==> src/rtl/abia_pkg.sv <==
`default_nettype none
package abia_pkg;

  localparam int NumDomains = 16;
  localparam int DomAddrW   = $clog2(NumDomains);
  localparam int DomW       = 4;
  localparam int CountW     = 8;
  localparam int IdW        = 8;
  localparam int CounterW   = 9;
  localparam int LimitW     = 8;
  localparam int StatusW    = 2;
  localparam int InDataW    = 16;
  localparam int OutDataW   = 16;
  localparam int CfgAddrW   = 3;
  localparam int CfgDataW   = 32;

  localparam logic [LimitW-1:0] LimitReset = 8'd32;

  typedef enum logic [StatusW-1:0] {
    STAT_GRANT     = 2'd0,
    STAT_ZERO      = 2'd1,
    STAT_EXHAUSTED = 2'd2
  } status_t;

  typedef enum logic [0:0] {
    REG_ID_LIMIT = 1'b0
  } reg_idx_t;

  typedef enum logic [1:0] {
    ST_IDLE = 2'b01,
    ST_CALC = 2'b10
  } ctrl_state_t;

  typedef struct packed {
    logic load_req;
    logic commit;
  } ctrl_cmd_t;

  typedef struct packed {
    logic out_free;
  } dp_status_t;

endpackage
`default_nettype wire

==> src/rtl/abia_ctrl.sv <==
`default_nettype none
module abia_ctrl
  import abia_pkg::*;
(
  input  wire logic       clk,
  input  wire logic       rst_n,
  input  wire logic       in_tvalid,
  output logic            in_tready,
  input  wire dp_status_t dp_status,
  output ctrl_cmd_t       cmd
);

  ctrl_state_t state_r, state_nxt;

  always_comb begin
    state_nxt    = state_r;
    in_tready    = 1'b0;
    cmd.load_req = 1'b0;
    cmd.commit   = 1'b0;
    case (state_r)
      ST_IDLE: begin
        in_tready = 1'b1;
        if (in_tvalid) begin
          cmd.load_req = 1'b1;
          state_nxt    = ST_CALC;
        end
      end
      ST_CALC: begin
        if (dp_status.out_free) begin
          cmd.commit = 1'b1;
          state_nxt  = ST_IDLE;
        end
      end
      default: begin
        state_nxt = ST_IDLE;
      end
    endcase
  end

  always_ff @(posedge clk) begin
    if (!rst_n) begin
      state_r <= ST_IDLE;
    end else begin
      state_r <= state_nxt;
    end
  end

endmodule
`default_nettype wire

==> src/rtl/abia_dp.sv <==
`default_nettype none
module abia_dp
  import abia_pkg::*;
(
  input  wire logic              clk,
  input  wire logic              rst_n,
  input  wire ctrl_cmd_t         cmd,
  output dp_status_t             dp_status,
  input  wire logic [DomW-1:0]   in_domain_index,
  input  wire logic [CountW-1:0] in_block_count,
  input  wire logic              cfg_we,
  input  wire logic [LimitW-1:0] cfg_wdata,
  output logic [LimitW-1:0]      id_limit,
  output logic                   out_tvalid,
  input  wire logic              out_tready,
  output status_t                out_status,
  output logic [IdW-1:0]         out_start_id
);

  logic [CounterW-1:0] next_free_r [NumDomains];
  logic [DomW-1:0]     dom_r;
  logic [CountW-1:0]   cnt_r;
  logic [LimitW-1:0]   limit_r;
  logic                out_valid_r;
  status_t             out_status_r;
  logic [IdW-1:0]      out_start_r;

  logic [CounterW-1:0] cur_raw;
  logic [CounterW-1:0] cur;
  logic [CountW-1:0]   mask;
  logic [CountW-1:0]   m0;
  logic [CountW-1:0]   m1;
  logic [CountW-1:0]   m2;
  logic [CounterW:0]   sum;
  logic [CounterW:0]   aligned;
  logic [CounterW+1:0] run_end;
  logic [CounterW-1:0] pow2;
  logic [CounterW-1:0] counter_nxt;
  logic                dom_ok;
  logic                exhausted;
  status_t             status_nxt;
  logic [IdW-1:0]      start_nxt;

  always_comb begin
    cur_raw = next_free_r[dom_r[DomAddrW-1:0]];
    cur     = (cur_raw == '0) ? CounterW'(1) : cur_raw;
    m0      = cnt_r - CountW'(1);
    m1      = m0 | (m0 >> 1);
    m2      = m1 | (m1 >> 2);
    mask    = m2 | (m2 >> 4);
    pow2    = {1'b0, mask} + CounterW'(1);
    sum     = {1'b0, cur} + (CounterW + 1)'(mask);
    aligned = sum & ~((CounterW + 1)'(mask));
    run_end = {1'b0, aligned} + (CounterW + 2)'(cnt_r);
    dom_ok  = ({1'b0, dom_r} < (DomW + 1)'(NumDomains));
    exhausted = !dom_ok || aligned[CounterW] ||
                (run_end > (CounterW + 2)'(limit_r));
    counter_nxt = aligned[CounterW-1:0] + pow2;
    if (cnt_r == '0) begin
      status_nxt = STAT_ZERO;
      start_nxt  = '0;
    end else if (exhausted) begin
      status_nxt = STAT_EXHAUSTED;
      start_nxt  = '0;
    end else begin
      status_nxt = STAT_GRANT;
      start_nxt  = aligned[IdW-1:0];
    end
  end

  always_ff @(posedge clk) begin
    if (!rst_n) begin
      for (int i = 0; i < NumDomains; i++) begin
        next_free_r[i] <= '0;
      end
    end else if (cmd.commit && (status_nxt == STAT_GRANT)) begin
      next_free_r[dom_r[DomAddrW-1:0]] <= counter_nxt;
    end
  end

  always_ff @(posedge clk) begin
    if (cmd.load_req) begin
      dom_r <= in_domain_index;
      cnt_r <= in_block_count;
    end
    if (cmd.commit) begin
      out_status_r <= status_nxt;
      out_start_r  <= start_nxt;
    end
  end

  always_ff @(posedge clk) begin
    if (!rst_n) begin
      limit_r     <= LimitReset;
      out_valid_r <= 1'b0;
    end else begin
      if (cfg_we) begin
        limit_r <= cfg_wdata;
      end
      if (cmd.commit) begin
        out_valid_r <= 1'b1;
      end else if (out_tready) begin
        out_valid_r <= 1'b0;
      end
    end
  end

  assign dp_status.out_free = !out_valid_r || out_tready;
  assign id_limit           = limit_r;
  assign out_tvalid         = out_valid_r;
  assign out_status         = out_status_r;
  assign out_start_id       = out_start_r;

endmodule
`default_nettype wire

==> src/rtl/aligned_block_id_allocator.sv <==
// A word accepted in the idle state is held in the request registers; its result is written
// to the output register when the controller commits it, which waits until the output register
// is empty or out_tready is high. No new request is accepted until the last one is committed.
// Reset (synchronous, rst_n low): all domain counters clear to 0 (read as 1),
// id_limit returns to 32, the controller goes idle and the output register empties.
`default_nettype none
module aligned_block_id_allocator
  import abia_pkg::*;
(
  input  wire logic                clk,
  input  wire logic                rst_n,
  input  wire logic                in_tvalid,
  output logic                     in_tready,
  // [3:0] domain_index, [11:4] block_count, [15:12] zero
  input  wire logic [InDataW-1:0]  in_tdata,
  output logic                     out_tvalid,
  input  wire logic                out_tready,
  // [1:0] status, [9:2] start_id, [15:10] zero
  output logic [OutDataW-1:0]      out_tdata,
  input  wire logic                cfg_psel,
  input  wire logic                cfg_penable,
  input  wire logic                cfg_pwrite,
  input  wire logic [CfgAddrW-1:0] cfg_paddr,
  input  wire logic [CfgDataW-1:0] cfg_pwdata,
  output logic [CfgDataW-1:0]      cfg_prdata,
  output logic                     cfg_pready
);

  ctrl_cmd_t          cmd;
  dp_status_t         dp_status;
  logic               cfg_we;
  logic [LimitW-1:0]  id_limit;
  status_t            out_status;
  logic [IdW-1:0]     out_start_id;
  reg_idx_t           reg_sel;

  assign cfg_pready = 1'b1;
  assign reg_sel    = reg_idx_t'(cfg_paddr[CfgAddrW-1]);
  assign cfg_we     = cfg_psel && cfg_penable && cfg_pwrite && cfg_pready &&
                      (reg_sel == REG_ID_LIMIT);

  always_comb begin
    case (reg_sel)
      REG_ID_LIMIT: cfg_prdata = CfgDataW'(id_limit);
      default:      cfg_prdata = '0;
    endcase
  end

  abia_ctrl u_ctrl (
    .clk       (clk),
    .rst_n     (rst_n),
    .in_tvalid (in_tvalid),
    .in_tready (in_tready),
    .dp_status (dp_status),
    .cmd       (cmd)
  );

  abia_dp u_dp (
    .clk             (clk),
    .rst_n           (rst_n),
    .cmd             (cmd),
    .dp_status       (dp_status),
    .in_domain_index (in_tdata[DomW-1:0]),
    .in_block_count  (in_tdata[DomW+CountW-1:DomW]),
    .cfg_we          (cfg_we),
    .cfg_wdata       (cfg_pwdata[LimitW-1:0]),
    .id_limit        (id_limit),
    .out_tvalid      (out_tvalid),
    .out_tready      (out_tready),
    .out_status      (out_status),
    .out_start_id    (out_start_id)
  );

  assign out_tdata = {(OutDataW - StatusW - IdW)'(0), out_start_id, out_status};

  a_grant_nonzero: assert property (@(posedge clk) disable iff (!rst_n)
    out_tvalid && (out_status == STAT_GRANT) |-> (out_start_id != '0))
    else $error("granted block starts at identifier zero");

  a_reject_zero_id: assert property (@(posedge clk) disable iff (!rst_n)
    out_tvalid && (out_status != STAT_GRANT) |-> (out_start_id == '0))
    else $error("rejected request carries a start identifier");

  a_status_code: assert property (@(posedge clk) disable iff (!rst_n)
    out_tvalid |-> (out_status == STAT_GRANT || out_status == STAT_ZERO ||
                    out_status == STAT_EXHAUSTED))
    else $error("undefined status code");

  a_one_in_flight: assert property (@(posedge clk) disable iff (!rst_n)
    in_tvalid && in_tready |=> !in_tready)
    else $error("second word accepted before the first was committed");

endmodule
`default_nettype wire

==> config.mk <==
export PLATFORM = sky130hd
export DESIGN_NAME = aligned_block_id_allocator
export DESIGN_NICKNAME = d
export VERILOG_FILES = /design/src/rtl/abia_pkg.sv /design/src/rtl/abia_ctrl.sv /design/src/rtl/abia_dp.sv /design/src/rtl/aligned_block_id_allocator.sv
export SDC_FILE = /design/constraint.sdc
export NUM_CORES = 1
export LEC_CHECK = 0
export BUFFER_PORTS_ARGS = -buffer_cell sky130_fd_sc_hd__buf_2
export CAP_MARGIN = 20
export CORE_MARGIN = 3
export CORE_UTILIZATION = 35
export CTS_CLUSTER_DIAMETER = 200
export DETAILED_ROUTE_END_ITERATION = 10
export PLACE_DENSITY = 0.53
export SLEW_MARGIN = 0
export SYNTH_ARGS = -nofsm -noshare
export SYNTH_HDL_FRONTEND = slang
export SYNTH_SLANG_ARGS = --single-unit
==> constraint.sdc <==
create_clock -name clk -period 8.7 [get_ports clk]
set_input_delay 1.74 -clock clk [delete_from_list [all_inputs] [get_ports clk]]
set_output_delay 1.74 -clock clk [all_outputs]
set_load 0.02 [all_outputs]
==> results.cfg, run 1 <==
[placement]
dp_cells = 1166
io_buffers = 47
place.gp.congestion = 0.806
place_ws_ns = 0.929
place_hpwl_microns = 17000

[pwr]
leakage_uw = 0.00394
power.total_uw = 2340
power_density_mw_per_mm2 = 220
ir_worst_vdd_v = 0.000125

[run]
drv_cap = 0

[logic_synthesis]
ys_warn_count = 0
ys_ff_latch = 181
synth_area_leaders = edfxtp_1, mux4_2, nor2_1
async_flop_share_pct = 0
yosysUniqueCellTypes = 62
synthFlopType = edfxtp_1
postSynthCellCount = 809
avgSynthCellArea_sq_um = 11.7
yosysTopAreaCell = edfxtp_1
yosys.cell_count.top_type = nor2_1
synthDominantCellAreaShare_pct = 52.5
synth_edf_count = 166
synth_common_cells = nor2_1, edfxtp_1, nand2_1
syn-cell-area_sq_mm = 0.00950
yosysSeqAreaShare_pct = 55.6

[routing]
wl_met1_microns = 10900
maxUsedRoutingLayer = met4
dr_wl_met2_microns = 11500
viasPerCell = 5.07
drt-total-wl_microns = 23600
drc = 0
vias = 6083
drt_iter0_drc = 502
first_pass_iters = 5
wire_per_inst_microns = 19.7
dr_wl_met3_microns = 996
postRouteAntennaNets = 0

[sta]
period_share_pct = 89.0
finalSetupViolCount = 0
rsz0062_at_grt = no
worstMarginPinSlew_ns = 1.06
hold_viol = 0
setup_slack_ns = 0.957
drv_slew = 0
fin_skew_ns = 0.0148
slew_headroom_pct = 29.1
tns_ns = 0
period_needed_ns = 7.74
timing.fmax_mhz = 129

[grt]
grt.overflow.total = 0
grt_antenna_before_repair = 0
grt_max_degree = 30
grt_first_pass_wirelength_microns = 36700
grt_usage_pct = 16.8
grt_pass1_vias = 6101

[status]
status = complete, no violations

[clock_tree]
cts_hold_buffers = 0
clkTransAtPathRegs_ns = 0.07
clockBufferDepth = 2
numClockSinks = 181
cts_max_level = 4
post_cts_buffers = 0
cts_tree = built
post_cts_resized = 0
cts_root_buf = clkbuf_16
worst_skew_pair.late_latency_ns = 0.44
numCtsBuffers = 17

[worst_setup_path]
cp_common_cell = nand2_1
crit_type = reg -> reg
cp_slowest_cell = dfxtp_2
required_ns = 8.78
rrSetupSlack_ns = 0.96
arrival_ns = 7.82
cp-start-kind = register
crit_family = simple AND/OR/NAND/NOR gates
crit_path_max_incr_delay_ns = 0.71
crit_fanout = 16
end_kind = register
timing.critical_path.buf_inv = 1

[floorplanning]
start_util_pct = 36.1
die_area_sq_mm = 0.0292
die_x_microns = 171
die_height_microns = 171
num_rows = 59
core_sq_mm = 0.0264
io_pins = 109

[min_path]
hold_class = reg -> reg

[final_layout]
syn2layout_area_growth_pct = 11.9
final_core_util_pct = 40.4
diodes = 0
fin_cells = 1199
drive_above_1_share_pct = 18.2
nets = 938
-- path summary, 6_finish.rpt --
kind         cells after the start                               endpoint                           from
min reg2reg                      2          u_dp.id_limit[3]$_SDFFE_PN0P_  u_dp.id_limit[3]$_SDFFE_PN0P_
min                              2          u_dp.id_limit[3]$_SDFFE_PN0P_  u_dp.id_limit[3]$_SDFFE_PN0P_
max reg2reg                     26  u_dp.next_free_r[10][7]$_SDFFCE_PN0P_                       register
max                             26  u_dp.next_free_r[10][7]$_SDFFCE_PN0P_                       register
-- cell type report --
cell class / count / area, sq um
fillers: 2520 / 15700
flip-flops and latches: 181 / 5290
multi-input cells: 552 / 3770
repair buffers: 72 / 427
clock buffers: 17 / 425
well taps: 335 / 419
clock inverters: 15 / 208
inverters: 27 / 101
-- flip-flops by register name, summed over array words and instances (netlist names), named ones only --
name,cells
u_dp.out_start_id,8
u_dp.id_limit,8
u_dp.next_free_r,144
u_dp.out_status,2
u_dp.cnt_r,8
u_ctrl.state_r,2
u_dp.out_tvalid,1
u_dp.dom_r,4
-- through the flow --
step                      hold WS (ns)  area (sq um)
after global placement           0.454          9990
after CTS                        0.469         10600
after global routing             0.479         10600
after floorplan                  0.444          9610
final                            0.467         10600
after detailed placement         0.459          9990
-- logic make-up (layout without fill, tap and decap cells) --
family                     after synthesis  after routing  synth area share (%)
buffers and inverters                  105            131                  5.89
xor gates and xnor gates                19             19                  2.07
adders and majority gates               29             29                  3.98
AOI/OAI and AO/OA                       78             78                  6.19
DFF                                    181            181                  55.6
other                                    2             31                0.0790
muxes                                   49             49                  9.57
and+or+nand+nor                        346            346                  16.6
-- tightest hold or removal path: stages, from the launching register on --
cell and delay [ns]:
dfxtp_1 0.31, nand2_1 0.05, a21boi_0 0.06
-- placed cells by master, fill, tap and decap left out, types with 5 or more instances in the layout --
| master | instances |
|---|---|
| dfxtp_1 | 14 |
| or4_1 | 8 |
| buf_4 | 24 |
| and3_1 | 9 |
| nor2_1 | 182 |
| conb_1 | 31 |
| buf_2 | 47 |
| mux2i_1 | 11 |
| edfxtp_1 | 166 |
| nand2_1 | 70 |
| nor4b_1 | 8 |
| ha_1 | 27 |
| inv_1 | 26 |
| and2_1 | 7 |
| xnor2_1 | 9 |
| mux4_2 | 32 |
| nor2b_1 | 11 |
| a21boi_0 | 10 |
| a21oi_1 | 8 |
| a31oi_1 | 5 |
| nor3_1 | 6 |
| xor2_1 | 6 |
| clkbuf_16 | 17 |
| or2_2 | 5 |
| nand3_1 | 6 |
| a21o_1 | 12 |
| o21ai_0 | 7 |
| or3_1 | 12 |
| a22oi_1 | 10 |
| mux2_2 | 5 |
| o21a_1 | 6 |
-- where the power goes --
group	switching (uW)	internal [uW]
clock network	387	445
registers	23.3	978
logic	325	178
-- per-layer routing --
| metal | vias up | GRT usage, % |
|---|---|---|
| met3 | 14 | 3.05 |
| li1 | 2937 | - |
| met4 | 0 | 3.84 |
| met1 | 2997 | 23.0 |
| met5 | - | 0 |
| met2 | 135 | 28.1 |
Note: power is estimated with default switching activity, not from simulation.
==> inputs of run 2 (changes only) <==
Settings changed: CELL_PAD_IN_SITES_DETAIL_PLACEMENT from default to 1, CELL_PAD_IN_SITES_GLOBAL_PLACEMENT from default to 1, PLACE_DENSITY 0.53 to 0.64.
==> run 2 against run 1 <==
Setup slack better by 0.0080 ns. Non-clock buffer count is 5 higher. Register-to-register slack hardly changed. Design area is 0.28% higher. First-iteration DRC count is 28% lower. Critical path type unchanged. Worst hold slack worse by 0.0039 ns.
==> results.cfg, run 2 (synthesized netlist as in run 1, its figures left out) <==
[pwr]
ir_worst_vdd_v = 0.000118
sequentialPowerShare_pct = 43.6
power_density_mw_per_mm2 = 215
combPwrFrac_pct = 22.7
p_sw_uw = 748
intPower_uw = 1550
leakage_uw = 0.00395
power.clock.fraction_pct = 33.7
switching_share_pct = 32.6

[run]
drv_cap = 0

[worst_setup_path]
crit_type = reg -> reg
end_kind = register
cp_slowest_cell = dfxtp_1
arrival_ns = 7.82
cp_common_cell = nand2_1
crit_fanout = 21
crit_path_max_incr_delay_ns = 0.83
cp-start-kind = register
required_ns = 8.78
crit_family = simple AND/OR/NAND/NOR gates
timing.critical_path.buf_inv = 1

[floorplanning]
start_util_pct = 36.1
num_rows = 59
die_x_microns = 171
die_area_sq_mm = 0.0292
core_sq_mm = 0.0264
io_pins = 109
die_height_microns = 171

[min_path]
hold_class = reg -> reg

[routing]
drc = 0
first_pass_iters = 4
drt_iter0_drc = 363
viasPerCell = 5.26
postRouteAntennaNets = 0
wire_per_inst_microns = 21.0
vias = 6333
drt-total-wl_microns = 25300

[sta]
rsz0062_at_grt = no
fin_skew_ns = 0.0152
slew_headroom_pct = 29.7
timing.fmax_mhz = 129
period_needed_ns = 7.73
hold_viol = 0
drv_slew = 0
tns_ns = 0
worstMarginPinSlew_ns = 1.05
period_share_pct = 88.9
finalSetupViolCount = 0

[final_layout]
layout_common_cells = nor2_1, edfxtp_1, nand2_1, buf_2, mux4_2
diodes = 0
largest_reg_flops = 144
top_register = u_dp.next_free_r
fill_cells = 2831
drive_above_1_share_pct = 18.8
layout_commonest_cell = nor2_1
nets = 943
fin_cells = 1204
syn2layout_area_growth_pct = 12.2

[grt]
grt_pass1_vias = 6584
grt_antenna_before_repair = 0
grt_first_pass_wirelength_microns = 39200
grt_usage_pct = 17.8
grt.overflow.total = 0
grt_max_degree = 30

[clock_tree]
cts_max_level = 4
cts_root_buf = clkbuf_16
numCtsBuffers = 17
post_cts_buffers = 0
numClockSinks = 181
clkTransAtPathRegs_ns = 0.07
post_cts_resized = 0
worst_skew_pair.late_latency_ns = 0.44
cts_hold_buffers = 0
clockBufferDepth = 2
cts_tree = built

[placement]
dp_cells = 1171
io_buffers = 47
place_hpwl_microns = 18200
place.gp.congestion = 0.848

[status]
status = complete, no violations
run 2: cell count changes in the layout (fill, tap and decap cells not counted):
cell	change
buf_12	+2
buf_4	+2
buf_8	+1
bufinv_16	-2
clkinv_1	-1
clkinv_2	+1
clkinv_4	+3
clkinv_8	+1
clkinvlp_4	+1
inv_12	-1
inv_6	-3
inv_8	+1
run 2: final timing paths:
check	startpoint	slack, ns	cells past startpoint	to
worst min register to register	u_dp.id_limit[1]$_SDFFE_PN0P_	0.46	2	u_dp.id_limit[1]$_SDFFE_PN0P_
worst min-delay path	u_dp.id_limit[1]$_SDFFE_PN0P_	0.46	2	u_dp.id_limit[1]$_SDFFE_PN0P_
worst max-delay path	register	0.97	26	u_dp.next_free_r[11][8]$_SDFFCE_PN0P_
worst max register to register	register	0.97	26	u_dp.next_free_r[11][8]$_SDFFCE_PN0P_
run 2: power by group through the flow:
stage          sequential, uW  combinational, uW  clock, uW
6_report                  999                522        773
3_5_place_dp             1020                517          0
4_1_cts                   999                521        784
3_3_place_gp             1020                502          0
2_1_floorplan            1010                366          0
5_1_grt                  1000                570        818
run 2: per-layer routing:
layer	track usage [%]	wire length, microns	vias to the layer above
li1	-	-	2933
met1	24.3	11500	3258
met2	29.7	12400	118
met3	2.87	1030	24
met4	4.90	337	0
met5	0	0	-
run 2: metrics by stage:
| step | instance area [sq um] | total power [uW] | hold WS (ns) | setup WS [ns] | util (%) |
|---|---|---|---|---|---|
| 6_report | 10700 | 2290 | 0.464 | 0.965 | 40.5 |
| 3_3_place_gp | 10000 | 1520 | 0.454 | 1.02 | 38.1 |
| 4_1_cts | 10700 | 2300 | 0.469 | 0.943 | 40.4 |
| 2_1_floorplan | 9610 | 1370 | 0.444 | 2.02 | - |
| 5_1_grt | 10700 | 2390 | 0.510 | 0.442 | 40.5 |
| 3_5_place_dp | 10100 | 1540 | 0.458 | 0.985 | 38.2 |
run 2: area by class of cell:
| cell class | instances | area [sq um] | area share [%] |
|---|---|---|---|
| multi-input cells | 552 | 3770 | 35.3 |
| inverters | 27 | 101 | 0.950 |
| clock inverters | 15 | 168 | 1.57 |
| clock buffers | 17 | 425 | 3.99 |
| well taps | 335 | 419 | 3.93 |
| repair buffers | 77 | 497 | 4.66 |
| flip-flops and latches | 181 | 5290 | 49.6 |
run 2: worst register-to-register path: cells and delay by family, from the launching register on:
family          cells  cell delay (ns)
simple gates       12             2.81
compound gates      9             2.05
fa+ha+maj           3             1.06
flops               1             0.83
mux                 1             0.35
buf+inv             1             0.27
==> inputs of run 3 (changes only) <==
Settings changed: CORE_UTILIZATION 35 to 47, MAX_ROUTING_LAYER from default to met4, PLACE_DENSITY 0.64 to 0.82.
==> run 3 against run 2 <==
Non-clock buffer count down 1. Clock power increased by 4.0%. Die area down 25%. Critical path depth unchanged. Routed wire length grew 2.4%. Register-to-register slack got worse by 0.17 ns. Sequential share of layout area grew 0.46 points.
==> results.cfg, run 3 (synthesized netlist as in run 1, its figures left out) <==
[status]
status = complete, no violations

[placement]
place.gp.congestion = 0.910
dp_cells = 1100
io_buffers = 47
placed_area_sq_mm = 0.00993
place_hpwl_microns = 18600
place_ws_ns = 0.873

[clock_tree]
numCtsBuffers = 17
cts_root_buf = clkbuf_16
cts_hold_buffers = 0
clockBufferDepth = 2
post_cts_buffers = 0
post_cts_resized = 0
clkTransAtPathRegs_ns = 0.07
cts_tree = built
cts_max_level = 4
worst_skew_pair.late_latency_ns = 0.44
numClockSinks = 181

[sta]
period_needed_ns = 7.90
setup_slack_ns = 0.799
hold_viol = 0
finalSetupViolCount = 0
worstMarginPinSlew_ns = 1.07
tns_ns = 0
period_share_pct = 90.8
timing.fmax_mhz = 127
slew_headroom_pct = 28.3
rsz0062_at_grt = no
drv_slew = 0
fin_skew_ns = 0.0142

[grt]
grt_max_degree = 30
grt_antenna_before_repair = 2
grt_usage_pct = 25.5
grt_first_pass_wirelength_microns = 41000
grt_pass1_vias = 6895
grt.overflow.total = 0

[final_layout]
nets = 942
top_register = u_dp.next_free_r
multi_input_area_sq_mm = 0.00377
drive_above_1_share_pct = 18.7
largest_reg_flops = 144
layout_common_cells = nor2_1, edfxtp_1, nand2_1, buf_2, mux4_2
regArea_sq_mm = 0.00529
layout_commonest_cell = nor2_1
syn2layout_area_growth_pct = 11.2
fill_cells = 2136
final_cell_area_sq_mm = 0.0106
fin_cells = 1135

[pwr]
power_density_mw_per_mm2 = 220
leakage_uw = 0.00395
ir_worst_vdd_v = 0.000155

[worst_setup_path]
critPathCapture = u_dp.next_free_r[12][3]$_SDFFCE_PN0P_
rrSetupSlack_ns = 0.80
rr_worst_depth = 26
crit_type = reg -> reg
crit_fanout = 15
end_kind = register
cp-start-kind = register
required_ns = 8.80
arrival_ns = 8.00
rr_endpoint = u_dp.next_free_r[12][3]$_SDFFCE_PN0P_

[routing]
drc = 0
viasPerCell = 5.78
drt_iter0_drc = 622
postRouteAntennaNets = 0
first_pass_iters = 5
wire_per_inst_microns = 22.8
vias = 6563
drt-total-wl_microns = 25900

[run]
drv_cap = 0

[floorplanning]
die_x_microns = 148
start_util_pct = 48.4
num_rows = 51
io_pins = 109
core_sq_mm = 0.0197
die_height_microns = 148
die_area_sq_mm = 0.0220

[min_path]
hold_class = reg -> reg
[run 3: cell types whose count changed in the layout (fill, tap and decap cells not counted), sizes merged]
cell      delta
buf          -1
bufinv       +2
clkinv       -3
clkinvlp     -1
diode        +2
inv          +2
[run 3: cell type report]
| class | count | share of cell area, % |
|---|---|---|
| tap | 265 | 3.14 |
| antenna | 2 | 0.0474 |
| clock inverter | 15 | 1.81 |
| sequential | 181 | 50.0 |
| timing repair buffer | 76 | 4.32 |
| clock buffer | 17 | 4.03 |
| multi-input combinational | 552 | 35.7 |
| inverter | 27 | 0.959 |
[run 3: stage by stage]
step	total power (uW)	hold slack (ns)	util (%)
2_1_floorplan	1370	0.444	-
3_3_place_gp	1500	0.453	50.5
3_5_place_dp	1520	0.468	50.5
4_1_cts	2320	0.477	53.7
5_1_grt	2420	0.509	53.8
6_report	2330	0.470	53.8
[run 3: power breakdown]
part / switching (uW) / internal (uW) / total, uW
sequential: 25.4 / 978 / 1000
clock: 366 / 438 / 804
combinational: 339 / 178 / 518
[run 3: layer usage]
| metal | vias up | GRT usage [%] | wire length [microns] |
|---|---|---|---|
| met3 | 39 | 4.69 | 1500 |
| li1 | 2941 | - | - |
| met2 | 233 | 41.3 | 13100 |
| met5 | - | - | 0 |
| met4 | 0 | 7.85 | 482 |
| met1 | 3350 | 33.0 | 10800 |
[run 3: how the worst min path moves through the flow]
| stage | slack (ns) | from | cells past startpoint | endpoint |
|---|---|---|---|---|
| global placement | 0.45 | u_dp.id_limit[3]$_SDFFE_PN0P_ | 2 | u_dp.id_limit[3]$_SDFFE_PN0P_ |
| global route | 0.51 | u_dp.id_limit[1]$_SDFFE_PN0P_ | 2 | u_dp.id_limit[1]$_SDFFE_PN0P_ |
| finish | 0.47 | u_dp.id_limit[2]$_SDFFE_PN0P_ | 2 | u_dp.id_limit[2]$_SDFFE_PN0P_ |
| detailed placement | 0.47 | u_dp.id_limit[1]$_SDFFE_PN0P_ | 2 | u_dp.id_limit[1]$_SDFFE_PN0P_ |
| CTS | 0.48 | u_dp.id_limit[1]$_SDFFE_PN0P_ | 2 | u_dp.id_limit[1]$_SDFFE_PN0P_ |
| floorplan | 0.44 | u_dp.id_limit[1]$_SDFFE_PN0P_ | 2 | u_dp.id_limit[1]$_SDFFE_PN0P_ |
[run 3: worst max-delay path, stage by stage (launching register included)]
cell,delay (ns)
dfxtp_2,0.63
buf_4,0.29
mux4_2,0.52
a22oi_1,0.25
nand2_1,0.16
or3b_1,0.42
o41ai_4,0.40
nand2_1,0.12
fa_1,0.43
nor2b_1,0.12
o21ai_0,0.12
a21boi_0,0.35
o21a_1,0.21
or3_1,0.14
nand2_1,0.08
nor2_1,0.28
ha_1,0.33
nor3_1,0.19
nor2_1,0.07
ha_1,0.31
a21o_1,0.19
a21oi_1,0.15
a31oi_1,0.08
nor4_1,0.26
o31ai_2,0.30
or4_1,0.76
nand2_1,0.39
